<file path="src/rtl/core/fda_pkg.sv">
// Shared types and codes for the flat directory allocator.
package fda_pkg;

	// Command codes
	localparam logic [2:0] CMD_SAVE       = 3'd0;
	localparam logic [2:0] CMD_LOOKUP     = 3'd1;
	localparam logic [2:0] CMD_DELETE     = 3'd2;
	localparam logic [2:0] CMD_LIST_START = 3'd3;
	localparam logic [2:0] CMD_LIST_NEXT  = 3'd4;

	// Result status codes
	localparam logic [1:0] STAT_OK        = 2'd0;
	localparam logic [1:0] STAT_NOT_FOUND = 2'd1;
	localparam logic [1:0] STAT_FULL      = 2'd2;
	localparam logic [1:0] STAT_LIST_END  = 2'd3;

	// Fixed field widths
	localparam int unsigned CMD_W   = 3;
	localparam int unsigned WORD_W  = 64;
	localparam int unsigned SIZE_W  = 32;
	localparam int unsigned SECT_W  = 32;
	localparam int unsigned COUNT_W = 24;
	localparam int unsigned INDEX_W = 5;
	localparam int unsigned VCNT_W  = 6;
	localparam int unsigned STAT_W  = 2;
	localparam int unsigned RAW_NAME_W = 4 * WORD_W;

	localparam logic [SECT_W-1:0] DATA_START_RESET = 32'd33;

	// Sequencer states
	typedef enum logic [1:0] {
		ST_IDLE,
		ST_SCAN,
		ST_FINISH
	} state_t;

endpackage

</file>
<file path="src/rtl/core/fda_sec_div.sv">
// Sector count ceil(bytes / SECTOR_BYTES) by add and shift, registered at start.
module fda_sec_div #(
	parameter int unsigned SECTOR_BYTES = 512
) (
	input  logic                          clk,
	input  logic                          arst_n,
	input  logic                          start,
	input  logic [fda_pkg::SIZE_W-1:0]    bytes,
	output logic                          done,
	output logic [fda_pkg::SECT_W-1:0]    count
);
	// SECTOR_BYTES must be a power of two (the block does not check it), so the division is a shift
	localparam int unsigned SUM_W = fda_pkg::SIZE_W + 1;
	localparam int unsigned SHIFT = $clog2(SECTOR_BYTES);
	localparam logic [SUM_W-1:0] ROUND = SUM_W'(SECTOR_BYTES - 1);

	logic [SUM_W-1:0]           sum;
	logic [SUM_W-1:0]           quo;
	logic                       done_q;
	logic [fda_pkg::SECT_W-1:0] count_q;

	// round up in 33 bits so the largest size cannot overflow
	always_comb begin
		sum = {1'b0, bytes} + ROUND;
		quo = sum >> SHIFT;
	end

	// count ready from the cycle after the first start
	always_ff @(posedge clk or negedge arst_n) begin
		if (!arst_n) begin
			done_q <= 1'b0;
		end else if (start) begin
			done_q <= 1'b1;
		end
	end

	always_ff @(posedge clk) begin
		if (start) begin
			count_q <= quo[fda_pkg::SECT_W-1:0];
		end
	end

	assign done  = done_q;
	assign count = count_q;
endmodule

</file>
<file path="config.mk">
export PLATFORM = sky130hd
export DESIGN_NAME = fda_sec_div
export DESIGN_NICKNAME = d
export VERILOG_FILES = /design/src/rtl/core/fda_pkg.sv /design/src/rtl/core/fda_sec_div.sv
export SDC_FILE = /design/constraint.sdc
export NUM_CORES = 1
export LEC_CHECK = 0
export ABC_AREA = 1
export BUFFER_PORTS_ARGS = -buffer_cell sky130_fd_sc_hd__buf_4
export CAP_MARGIN = 20
export CORE_MARGIN = 1
export CORE_UTILIZATION = 53
export DETAILED_ROUTE_END_ITERATION = 10
export PLACE_DENSITY_LB_ADDON = 0.15
export SLEW_MARGIN = 0
export SYNTH_ARGS = -nofsm -noshare
export SYNTH_HDL_FRONTEND = slang
export SYNTH_SLANG_ARGS = --single-unit
</file>
<file path="constraint.sdc">
create_clock -name clk -period 1.3 [get_ports clk]
set_input_delay 0.065 -clock clk [delete_from_list [all_inputs] [get_ports clk]]
set_output_delay 0.065 -clock clk [all_outputs]
set_load 0.005 [all_outputs]
</file>
### Yosys cells after proc, flatten, opt, wreduce, memory -nomap -nowiden

Cells that the tools add are included.

| word-level totals | value |
|---|---|
| bits of input ports | 35 |
| flip-flop bits (word level) | 25 |
| bits in read-only memories | 0 |
| RAM bits | 0 |
| memories | 0 |
| output and inout port bits | 33 |
| latch bits | 0 |

| cells by class | value |
|---|---|
| shift-type cells | 0 |
| multiplexer cells | 0 |
| bitwise logic cells | 0 |
| order comparisons | 0 |
| $add $sub $neg | 1 |
| equal/unequal tests | 0 |
| $mul | 0 |
| div/mod/pow operators | 0 |
| reductions and logical operators | 0 |

Operators by type and width:

| cell | count |
|---|---|
| $add A32 B9 Y33 const B | 1 |

### Depth between registers and ports, before layout

| logic depth | value |
|---|---|
| depth after elaboration | 1 |
| mapped depth | 9 |
| mapped depth without buffers | 9 |

### Worst setup path before layout

OpenSTA, ideal clock, no wires.

| timing path | value |
|---|---|
| kind | input to register |
| start | input bytes[1] (netlist bit) |
| end | register count_q (netlist bit count[8]), data pin |
| required time | 1.039 ns |
| buffers on the path | 0 |
| path slack | 0.306 ns |
| library setup time | 0.261 ns |
| stages on the path | 5 |
| data arrival time | 0.733 ns |
| cell sequence | nor2_2 nand3_2 nor2_8 nor2_8 xor2_1 |

| on the way | value |
|---|---|
| cells in the longest elaborated chain, start to end | 1 |

Ends and longest elaborated chain:

| element | RTL line | source |
|---|---|---|
| start: declaration | fda_sec_div.sv:8 | `input logic [fda_pkg::SIZE_W-1:0] bytes,` |
| $add A32 B9 Y33 | fda_sec_div.sv:24 | `sum = {1'b0, bytes} + ROUND;` |
| via sum[17] | fda_sec_div.sv:17 | `logic [SUM_W-1:0] sum;` |
| end signal: assignment | fda_sec_div.sv:39 | `count_q <= quo[fda_pkg::SECT_W-1:0];` |
| end: declaration | fda_sec_div.sv:20 | `logic [fda_pkg::SECT_W-1:0] count_q;` |

The timed path passes the listed nets, and every way through them passes these cells.
A chain may end at the register's enable or synchronous reset.

### Final worst setup path

| timing path | value |
|---|---|
| start | input bytes[29] (netlist bit) |
| end | register count_q (netlist bit count[21]), data pin |

The elaborated chain is that of the path after synthesis.

==> parameters.txt <==
Parameter                              Value

Status
  Run status    completed

Critical path
  Biggest cell delay along the critical path    0.53 ns
  Endpoint class of the critical path    flop
  Worst endpoint required time    1.42 ns
  Count of cells along the worst register-to-register path    1
  Element type at the critical path start    primary input
  Buffer and inverter count on the worst path    3
  Startpoint-to-endpoint class of the critical path    in2reg
  Chain of cells forming the critical path    dlygate4sd3_1, buf_4, inv_1, nor2_1, nand3_1, nor2_1, nand2_1, nand2_1, nand2_1
  Most used cell along the critical path    nand2_1
  Data arrival, critical path    1.21 ns
  Master of the slowest instance on the critical path    dlygate4sd3_1
  Top delay family on crit path    buffers and inverters
  Crit Path Max Fanout    3
  WP depth    9

GRT
  Met3 demand-to-capacity share in global routing    0.0498
  Top Usage Layer GRT    met2
  Number of antenna violations at the first check in global routing    0
  Met1 usage in global routing    0.267
  Via count of the first global-routing pass    1,494
  Met2 track utilization from global routing    0.471
  Total grt overflow    0
  Overall track demand over capacity in global routing    0.243
  Pin count of the biggest net entering global routing    26
  Wire length of the first global-routing pass    6310 um

Die
  Die Height    59.8 um
  Area inside the core boundary    between 0.003 and 0.004 mm^2
  Area of the die    0.00358 mm^2
  I/O pin total    68
  Starting density of the core    0.571
  Die Width    approximately 60 um
  Standard-cell rows    20

Timing
  Total Neg Setup Slack    0 ns
  Worst hold slack    0.0156 ns
  Fmax    919 MHz
  Final count of hold timing violations    0
  Crit share post-route    0.837
  Worst Setup Slack, final    0.212 ns
  Unrepaired setup endpoints after global routing    no
  Minimum period implied by the final worst setup slack    1.09 ns
  Clk_skew    0 ns
  Setup violation total in the final timing report    0
  Final max-slew violation count    0

Synthesis
  Most common cell in the synthesized netlist    nand2_1
  Post-Syn Area    0.00177 mm^2
  Mean cell area of the mapped netlist    7.68 um^2
  Netlist cell types    23
  Sequential cell area fraction in the yosys report    0.421
  Proportion of netlist area held by the largest area contributor    0.406
  Synth async-reset ratio    0.0400
  Flops & latches, synth    25
  Post-Syn Instances    ~230
  Largest cells by area after synthesis    edfxtp_1 41%, nand2_1 18%, nor2_1 7.4%, nand3b_1 4.7%, nor2_4 3.8%
  Most instantiated flip-flop cell in the synthesis netlist    edfxtp_1
  Number of warnings printed during yosys synthesis    0
  Area leader, netlist    edfxtp_1
  Number of synthesized flops with an enable pin    24
  Top cell types by occurrence after synthesis    83 x nand2_1, 35 x nor2_1, 24 x edfxtp_1

Pwr
  Cell internal power dissipation    0.00126 W
  Power density over the cells    746 mW/mm^2
  Peak VDD IR    a little over 0.6 mV
  Sw Share    0.269
  Leakage power of the design    1.11 nW
  Seq pwr share    0.560
  Share of total power in the clock network    0.218
  Combinational share of power    0.222
  Net Switching    0.000466 W

Drt
  Number of DRC violations after detailed routing    0
  Iteration-0 DRC count of the detailed router    42
  Number of detailed-routing iterations run before antenna repair    4
  Routed vias    1,626
  Detail Route Antenna Nets    0
  Avg WL per Cell    ~12 um
  Wire length after detailed routing    about 4200 um
  Per-cell via count in the routed design    ~4.8

Placed design
  Routability cong.    0.880
  Cells after DPL    roughly 330
  Post-DP HPWL    approximately 3200 um
  Port bufs    59
  Minimum setup slack after placement    0.0592 ns

Clock tree
  Clock tree from TritonCTS    built
  Clock Sink Count    25
  Cts bufs inserted    3
  CTS H-tree lvls    1
  Number of cells upsized or downsized after cts    0
  Clock latency on the worst-skew pair    0.33 ns
  Longest Clk Path Bufs    2
  Clock root buffer    clkbuf_4
  Clock Pin Slew Worst Setup and Hold Paths    0.16 ns

Final layout
  Antenna Cells    0
  Fill cell total of the finished layout    258
  Number of nets in the finished design    around 330
  Share of layout cells above drive strength 1    0.322
  Area overhead of the layout relative to synthesis    30.7%
  Final cell count without fillers    342

Job
  Max-cap check violation count    0

Worst hold path
  Min-Delay Path Depth    3
  Type of the most critical hold path    in2reg
## what timing repair did
| item | in CTS | in global routing |
|---|---|---|
| setup buffers | 0 | 0 |
| hold endpoints to repair | 3 | 2 |
| setup endpoints to repair | 0 | 0 |
| hold buffers | 3 | 2 |
## metal layers
layer,routed length [um],part of all wire,up-vias
met5,0,0,-
met4,26,0.0062,0
met3,270,0.065,4
met2,2180,0.52,64
met1,1690,0.41,708
li1,-,-,850
## worst paths after layout
path | from | endpoint | slack, ns
min in group asynchronous | arst_n | done | 0.55
hold reg to reg | done | done | 0.51
setup reg to reg | done | done | 0.50
max in group asynchronous | arst_n | done | 0.67
hold / removal | bytes[25] | count[16] | 0.02
setup / recovery | bytes[29] | count[21] | 0.21
## cell usage in the layout (no fill, tap or decap), drive strengths merged
| cell | instances |
|---|---|
| nor3b | 1 |
| nor3 | 2 |
| nand3b | 11 |
| edfxtp | 24 |
| nor2 | 51 |
| and3 | 1 |
| a21oi | 2 |
| dlygate4sd3 | 5 |
| dfrtp | 1 |
| xor2 | 2 |
| conb | 8 |
| buf | 59 |
| and2 | 1 |
| nand2 | 90 |
| nand3 | 13 |
| clkbuf | 3 |
| or2 | 1 |
| inv | 22 |
| clkinvlp | 1 |
## area by class of cell
| class | count | area, um^2 | share of cell area |
|---|---|---|---|
| inverters | 22 | 82.6 | 0.0356 |
| flip-flops and latches | 25 | 746 | 0.322 |
| clock buffers | 3 | 22.5 | 0.00972 |
| multi-input cells | 183 | 911 | 0.393 |
| clock inverters | 1 | 7.51 | 0.00324 |
| repair buffers | 64 | 493 | 0.213 |
| well taps | 44 | 55.1 | 0.0238 |
## sequential cells by signal, indices dropped and copies added (netlist names)
name / count
count: 24
done: 1
## kinds of logic (layout without fill, tap and decap cells)
| family | count (synthesis) | count (layout) | synth area share |
|---|---|---|---|
| compound gates | 2 | 2 | 0.00565 |
| buf+inv | 30 | 90 | 0.0805 |
| other cells | 1 | 8 | 0.00212 |
| simple gates | 171 | 171 | 0.481 |
| xor+xnor | 2 | 2 | 0.00988 |
| flops | 25 | 25 | 0.421 |
## power groups by stage
stage / Sequential [W] / Clock (W) / Combinational, W
2_1_floorplan: 0.000996 / 0 / 0.000142
3_3_place_gp: 0.000985 / 0 / 0.000364
3_5_place_dp: 0.000988 / 0 / 0.000371
4_1_cts: 0.000970 / 0.000384 / 0.000379
5_1_grt: 0.000975 / 0.000417 / 0.000420
6_report: 0.000969 / 0.000376 / 0.000384
## stage by stage
step | cell area [um^2] | util | power, W
floorplan | 1800 | - | 0.00114
global placement | 2240 | 0.721 | 0.00135
detailed placement | 2240 | 0.721 | 0.00136
CTS | 2300 | 0.740 | 0.00173
global route | 2320 | 0.747 | 0.00181
finish | 2320 | 0.747 | 0.00173
Power figures use the tool's default switching activity.
