`src/rtl/core/fda_ram.sv`:
```
// Generic single-write, single-read RAM with registered read data.
module fda_ram #(
	parameter int unsigned WIDTH = 8,
	parameter int unsigned DEPTH = 16
) (
	input  logic                                      clk,
	input  logic                                      we,
	input  logic [((DEPTH > 1) ? $clog2(DEPTH) : 1)-1:0] waddr,
	input  logic [WIDTH-1:0]                          wdata,
	input  logic [((DEPTH > 1) ? $clog2(DEPTH) : 1)-1:0] raddr,
	output logic [WIDTH-1:0]                          rdata
);
	logic [WIDTH-1:0] mem [DEPTH];

	// write port
	always_ff @(posedge clk) begin
		if (we) begin
			mem[waddr] <= wdata;
		end
	end

	// registered read port
	always_ff @(posedge clk) begin
		rdata <= mem[raddr];
	end
endmodule

```
`config.mk`:
```
export PLATFORM = sky130hd
export DESIGN_NAME = fda_ram
export DESIGN_NICKNAME = d
export VERILOG_FILES = /design/src/rtl/core/fda_ram.sv
export SDC_FILE = /design/constraint.sdc
export NUM_CORES = 1
export LEC_CHECK = 0
export BUFFER_PORTS_ARGS = -buffer_cell sky130_fd_sc_hd__buf_2
export CAP_MARGIN = 25
export CORE_MARGIN = 2
export CORE_UTILIZATION = 44
export DETAILED_ROUTE_END_ITERATION = 10
export REMOVE_ABC_BUFFERS = 1
export SETUP_SLACK_MARGIN = 0.05
export SLEW_MARGIN = 40
export SYNTH_ARGS = -nofsm -noshare
export SYNTH_HDL_FRONTEND = slang
export SYNTH_SLANG_ARGS = --single-unit
```
`constraint.sdc`:
```
create_clock -name clk -period 1.53 [get_ports clk]
set_input_delay 0.153 -clock clk [delete_from_list [all_inputs] [get_ports clk]]
set_output_delay 0.153 -clock clk [all_outputs]
set_load 0.03 [all_outputs]
```
**Yosys cells after proc, flatten, opt, wreduce, memory -nomap -nowiden**

Memories as Yosys holds them, arrays and structs flattened. A register that Yosys moved wholly into a read port is not among the register bits.
Cells that the tools add are included.

- Add/subtract/negate cells: 0
- Multiply operators: 0
- Divide/modulo/power cells: 0
- Order comparisons: 0
- Eq/ne operators: 0
- Shifts and indexed selects: 0
- Muxes and demuxes: 2
- Bitwise operators: 0
- Reductions and logical operators: 0

Operators by type and width:

| kind | count |
|---|---|
| two-way mux 1 bit | 2 |

- Flip-flop bits (word level): 0
- Bits in latches: 0
- RAM bits: 128
- Memory bits (read-only): 0
- Input port bits: 18
- Memories: 1

Memories:

| name | words | width | rd ports | clocked after Yosys merged registers in | wr ports | RTL line | text |
|---|---|---|---|---|---|---|---|
| mem | 16 | 8 | 1 | 1 | 1 | 13 | `logic [WIDTH-1:0] mem [DEPTH];` |

**Depth between registers and ports, before layout**

Gate-level depths: netlist (run 1).

- Depth after elaboration: 2
- Depth in mapped cells: 5

**Worst setup path before layout (run 1)**

No wires, ideal clock.

- Path type: input to register
- Start: input port waddr[2] in the netlist's numbering
- End: memory mem[0][0] (enable)
- Library setup time: 0.383 ns
- Data arrival time: 1.263 ns
- Required time: 1.147 ns
- Slack: -0.116 ns
- Cell stages on the path: 2
- Buffers on the path: 0
- Cell sequence: or3b_2 -> nor3_1

RTL lines:

| element | RTL line | text |
|---|---|---|
| start: declaration | 8 | `input logic [((DEPTH > 1) ? $clog2(DEPTH) : 1)-1:0] waddr,` |
| end: declaration | 13 |  |

No word-level cell before the write port.

==> metrics.md, run 1 <==
| Metric | Value |
|---|---|
| Initial Util | 45.1% |
| Total wire length | 9610 µm |
| Avg Cell Area, Syn | 22.5 µm² |
| R2r setup slk | between 150 and 200 ps |
| Period utilization | 89.5% |
| Worst setup path category | flop to flop |
| Post-synthesis cell count | 229 |
| Total number of vias | 2428 |
| WL met2 | between 4000 and 5000 µm |
| 1st-pass router iterations | 4 |
| CP bufs+invs | 0 |
| CTS resizes | 0 |
| Outcome | completed |
| Area growth syn-to-layout | 21.1% |
| Worst Hold Path EP | mem[4][1] |
| Critical Path Max Stage Delay | 530 ps |
| Count leader, synth | edfxtp_1 |
| Post-synth EDFFs | between 100 and 150 |
| Ant diodes | 0 |
| PD cells | roughly 1400 nW/µm² |
| CP Capture Type | flop |
| Area contributors post-synth | edfxtp_1 75%, mux4_2 7.9%, mux4_1 7.1% |
| Sequential cell area | 4000 µm² |
| Via density | 5.47 |
| Flops & latches, synth | between 100 and 150 |
| Leakage | 2.14 nW |
| CP required | 1810 ps |
| Std-Cell Rows | 39 |
| WL per Instance | between 20 and 25 µm |
| Final Hold Viols | 0 |
| Main flop type after synthesis | edfxtp_1 |
| Multi-input gate area | 1060 µm² |
| Crit path max fanout | 1 |
| Post-Synthesis Cell Area | 5150 µm² |
| Number of global-route vias before repair | 2614 |
| Post-synth top area share | 74.7% |
| CTS Root Cell | clkbuf_16 |
| RSZ-0062 raised after global routing | false |
| Postcts setup bufs | 0 |
| Setup_tns | 0 ps |
| Post-DP HPWL | between 6000 and 7000 µm |
| Max-Slew Margin vs Limit | around half |
| Final worst slack | 161 ps |
| Gr usage total | 16.6% |
| Largest net degree at the start of global routing | 20 |
| Die width | 112 µm |
| Placer Congestion | 0.781 |
| Slew Viols, Final | 0 |
| Cell taking the most area after synthesis | edfxtp_1 |
| Quantity of I/O buffers inserted on ports | 25 |
| Peak supply drop | approximately 0.69 mV |
| Ys async rst share | 0% |
| R2r startpoint | mem[5][0] |
| CTS tree | yes |
| Fmax | 731 MHz |
| Seq/Total Area, Yosys | 77.8% |
| Placed Area | around 5600 µm² |
| RR Endpoint | rdata[0] |
| Crit path max-delay family | multiplexers |
| Cts-stage hold buffer count | 0 |
| Top layer in use | met4 |
| Clk_lat worst skew | about 400 ps |
| DRC | 0 |
| TritonCTS Buffers | 17 |
| HP Class | primary input to flop |
| Hold path startpoint | wdata[1] |
| Initial antenna violation count | 0 |
| Design area | around 6200 µm² |
| Clock sink count | 136 |
| Initial DRC count | 118 |
| Max-Cap Viols | 0 |
| Worst Tran Pin Value | 759 ps |
| Final hold slack | 139 ps |
| First-pass GRT wire length | 15000 µm |
| Max Buffers Root-to-Sink | 2 |
| Global route total overflow | 0 |
| Yosys synthesis warning count | 0 |
| # IOs | 26 |
| Cells on worst reg2reg path | 3 |
| Worst Path Arrival | 1650 ps |
| Crit-path slowest cell | mux4_1 |
| Die ar. | 12600 µm² |
| Pre-CTS setup slack | -123 ps |
| DRT antenna net count | 0 |
| WL met1 | about 4200 µm |
| Tmin final | 1370 ps |
| Met3 routed wirelength | between 300 and 400 µm |
| Die height | 112 µm |
| Number of fill cells | between 800 and 900 |
| Critical path, cell by cell | mux4_1, a22oi_1, nand2_1 |
| Layout cells sized above 1 | between 30% and 40% |
| Top post-synthesis cells by count | 128 x edfxtp_1, 18 x mux4_2, 16 x a22oi_1, 14 x mux4_1, 13 x nor2_1 |
| Synth unique cells | 19 |
| WHS Path Cells | 1 |
| Final #Nets | 306 |
| Core Region | 11400 µm² |
| Setup Viol. Count Final | 0 |
| Clock transition at path regs | 60 ps |
| Critical Path Start Type | flop |
| Final Skew | 6.93 ps |
| CTS H-Tree Depth | 4 |
state kept, by name, summed over array words and instances (netlist names):
signal,flops
mem,128
rdata,8
logic make-up after synthesis:
group | after synthesis | share of synthesized area [%]
buffers and inverters | 10 | 1.68
AO/OA/AOI/OAI | 16 | 2.33
multiplexers | 32 | 15.0
AND/OR/NAND/NOR | 35 | 3.18
flip-flops | 136 | 77.8
placed cells by master, fill, tap and decap left out, types with 2 or more instances in the layout:
cell type / netlist / layout
mux4_1: 14 / 14
clkinv_2: 0 / 2
a22oi_1: 16 / 16
clkbuf_8: 0 / 2
buf_4: 1 / 21
buf_2: 3 / 25
clkbuf_1: 0 / 2
nand2b_1: 2 / 2
buf_12: 0 / 4
nor3_1: 4 / 4
nand2_1: 9 / 9
dfxtp_1: 8 / 8
nand3b_1: 2 / 2
edfxtp_1: 128 / 128
clkinvlp_4: 0 / 3
nor2_1: 13 / 13
mux4_2: 18 / 18
clkbuf_16: 0 / 17
bufinv_16: 0 / 4
per-stage QoR:
step | total power [mW] | util (%) | instances
after detailed placement | 4.71 | 49.1 | 412
after global routing | 9.15 | 54.6 | 444
after floorplan | 4.48 | - | 219
final | 8.86 | 54.6 | 444
after global placement | 4.70 | 49.1 | 412
after CTS | 8.95 | 54.6 | 444
report_power, final:
part	total, mW	switching (mW)	leakage (nW)	internal, mW
Combinational	0.442	0.261	0.620	0.181
Clock	4.23	1.42	0.300	2.81
Sequential	4.19	0.0220	1.22	4.17
Total	8.86	1.70	2.14	7.16
worst max path at each step:
stage	from	endpoint	slack, ps	cells after the start
2_1_floorplan	waddr[2]	mem[0][0]	-120	2
3_5_place_dp	raddr[0]	rdata[5]	-120	5
3_3_place_gp	raddr[0]	rdata[5]	-100	5
5_1_grt	mem[2][5]	rdata[5]	110	3
6_report	mem[5][0]	rdata[0]	160	3
4_1_cts	mem[4][0]	rdata[0]	150	3
cell type report:
type | count | area share, %
Tap cell | 143 | 2.87
Multi-Input combinational cell | 83 | 17.0
Timing Repair Buffer | 50 | 5.82
Clock buffer | 21 | 7.39
Sequential cell | 136 | 64.2
Clock inverter | 11 | 2.73
worst register-to-register path, delay by kind of cell (launching register included):
family / cells / cell delay (ps)
multiplexers: 1 / 530
flip-flops: 1 / 360
AO/OA/AOI/OAI: 1 / 270
AND/OR/NAND/NOR: 1 / 90
layer usage:
metal  global-route usage (%)  up-vias
li1                         -     1092
met1                     21.9     1279
met2                     27.0       48
met3                     4.16        9
met4                     6.34        0
met5                        0        -
No activity file was read; power rests on OpenSTA's default activity.
==> inputs of run 2 (changes only) <==
- CELL_PAD_IN_SITES_DETAIL_PLACEMENT: unset -> 1
- CELL_PAD_IN_SITES_GLOBAL_PLACEMENT: unset -> 2
- CORE_UTILIZATION: 44 -> 43
- PLACE_DENSITY_LB_ADDON: unset -> 0.1
==> metrics.md, run 2 (same netlist as run 1, synthesis figures left out) <==
| Metric | Value |
|---|---|
| Switching power | 1.72 mW (+1.1%) |
| Largest net degree at the start of global routing | 21 (+5.0%) |
| Postcts setup bufs | 0 (unchanged) |
| Max-Cap Viols | 0 (unchanged) |
| PD cells | 1400 nW/µm² (-1.8%) |
| WL per Instance | 24.6 µm (+14%) |
| Switching part of the total power | 20.0% (+0.81 points) |
| Largest Register | mem |
| Peak supply drop | 0.853 mV (+23%) |
| Sequential fraction of design power | 48.8% (+1.5 points) |
| Worst setup path category | flop to flop |
| Ant diodes | 0 (unchanged) |
| Number of flip-flops under the largest register name | 128 (unchanged) |
| CP required | 1830 ps (+20 ps) |
| Die height | 113 µm (+1.1%) |
| Initial antenna violation count | 0 (unchanged) |
| Gate power share | 5.3% (+0.3 points) |
| Gr usage total | 18.8% (+2.2 points) |
| Initial Util | 44.5% (-0.57 points) |
| Final Hold Viols | 0 (unchanged) |
| # IOs | 26 (unchanged) |
| Worst Hold Path EP | mem[12][7] |
| WHS Path Cells | 1 (unchanged) |
| 1st-pass router iterations | 4 (unchanged) |
| Post-DP HPWL | 6930 µm (+9.7%) |
| Crit path max fanout | 1 (unchanged) |
| CTS Root Cell | clkbuf_16 |
| Final #Nets | 304 (-0.65%) |
| Worst Tran Pin Value | 733 ps (-26.6 ps) |
| Design area | 6160 µm² (-1.2%) |
| Critical Path Start Type | flop |
| Max-Slew Margin vs Limit | 51.0% (+1.7 points) |
| Placed Area | 5590 µm² (-0.27%) |
| Slew Viols, Final | 0 (unchanged) |
| CP Capture Type | flop |
| Clock transition at path regs | 50 ps (about the same) |
| Biggest regs | mem (128), rdata (8) |
| Period utilization | 91.2% (+1.7 points) |
| Core Region | 11600 µm² (+1.3%) |
| Clock sink count | 136 (unchanged) |
| Area growth syn-to-layout | 19.6% |
| Cts-stage hold buffer count | 0 (unchanged) |
| Std-Cell Rows | 39 (unchanged) |
| Tot Pwr | 8.60 mW (-3.0%) |
| Layout cells sized above 1 | 30.4% (-2.5 points) |
| Max Buffers Root-to-Sink | 2 (unchanged) |
| DRT antenna net count | 0 (unchanged) |
| Most frequent cells in the layout | 128 x edfxtp_1, 25 x buf_2, 19 x buf_4, 18 x mux4_2, 17 x clkbuf_16 |
| Total wire length | 10900 µm (+13%) |
| Leakage | 2.10 nW (-1.9%) |
| Tmin final | 1400 ps (+26.4 ps) |
| DRC | 0 (unchanged) |
| Clk pwr share | 45.9% (-1.9 points) |
| RR Endpoint | rdata[2] |
| CTS tree | yes |
| First-pass GRT wire length | 16500 µm (+10%) |
| HP Class | primary input to flop |
| CTS H-Tree Depth | 4 (unchanged) |
| Clk_lat worst skew | 420 ps (+20 ps) |
| Total number of vias | 2440 (+0.49%) |
| Global route total overflow | 0 (unchanged) |
| RSZ-0062 raised after global routing | false |
| Die ar. | 12900 µm² (+2.2%) |
| Fmax | 717 MHz (-1.9%) |
| Placer Congestion | 0.716 (-8.4%) |
| Quantity of I/O buffers inserted on ports | 25 (unchanged) |
| Internal power | 6.88 mW (-4.0%) |
| R2r setup slk | 130 ps (-30 ps) |
| Initial DRC count | 156 (+32%) |
| CTS resizes | 0 (unchanged) |
| Via density | 5.52 (+0.95%) |
| Setup Viol. Count Final | 0 (unchanged) |
| Hold path startpoint | wdata[7] |
| Commonest non-fill, non-tap cell in the layout | edfxtp_1 |
| Outcome | completed |
| R2r startpoint | mem[9][2] |
| Cells on worst reg2reg path | 3 (unchanged) |
| Number of global-route vias before repair | 2605 (-0.34%) |
| TritonCTS Buffers | 17 (unchanged) |
| Worst Path Arrival | 1690 ps (+40 ps) |
| Final Skew | 5.34 ps (-1.59 ps) |
| Die width | 113 µm (+1.1%) |
==> run 2: cell count changes in the layout (fill, tap and decap cells not counted), moves of 2 or more <==
cell	delta
clkinv_1	+4
clkbuf_8	-2
buf_4	-2
clkbuf_1	+2
==> run 2: stage by stage <==
stage | setup WS (ps) | std cells | TNS (ps) | hold slack, ps | util [%]
2_1_floorplan | -116 | 219 | -927 | 252 | -
3_3_place_gp | -84.8 | 410 | -340 | 553 | 48.3
3_5_place_dp | -82.2 | 410 | -388 | 560 | 48.3
4_1_cts | 135 | 442 | 0 | 113 | 53.3
5_1_grt | 101 | 442 | 0 | 132 | 53.3
6_report | 135 | 442 | 0 | 138 | 53.3
==> run 2: worst max-delay path by stage <==
stage / end / from / slack [ps] / depth (start not counted)
final: rdata[2] / mem[9][2] / 130 / 3
after global routing: rdata[2] / mem[9][2] / 100 / 3
after CTS: rdata[2] / mem[9][2] / 130 / 3
after detailed placement: rdata[2] / raddr[0] / -80 / 5
after global placement: rdata[5] / raddr[0] / -80 / 5
after floorplan: mem[0][0] / waddr[2] / -120 / 2
==> run 2: per-layer routing <==
layer | part of all wire, % | vias up | track usage [%]
met4 | 1.6 | 0 | 7.56
met3 | 3.6 | 17 | 4.84
met5 | 0 | - | 0
li1 | - | 1090 | -
met2 | 48 | 58 | 29.2
met1 | 47 | 1275 | 25.8
==> run 2: final cells by class <==
type / instances / area (µm²)
clock inverters: 11 / 130
flip-flops and latches: 136 / 4000
clock buffers: 21 / 440
well taps: 143 / 179
fillers: 1003 / 5410
repair buffers: 48 / 348
multi-input cells: 83 / 1060
==> run 2: critical path, cell delays in order, from the launching register on <==
cell and delay, ps:
edfxtp_1 360, mux4_1 580, a22oi_1 270, nand2_1 70
==> run 2: power by group through the flow <==
stage / Sequential [mW] / Combinational [mW] / Clock [mW]
floorplan: 4.31 / 0.167 / 0
global placement: 4.27 / 0.458 / 0
detailed placement: 4.27 / 0.463 / 0
CTS: 4.20 / 0.465 / 4.03
global route: 4.20 / 0.494 / 4.15
finish: 4.20 / 0.455 / 3.95
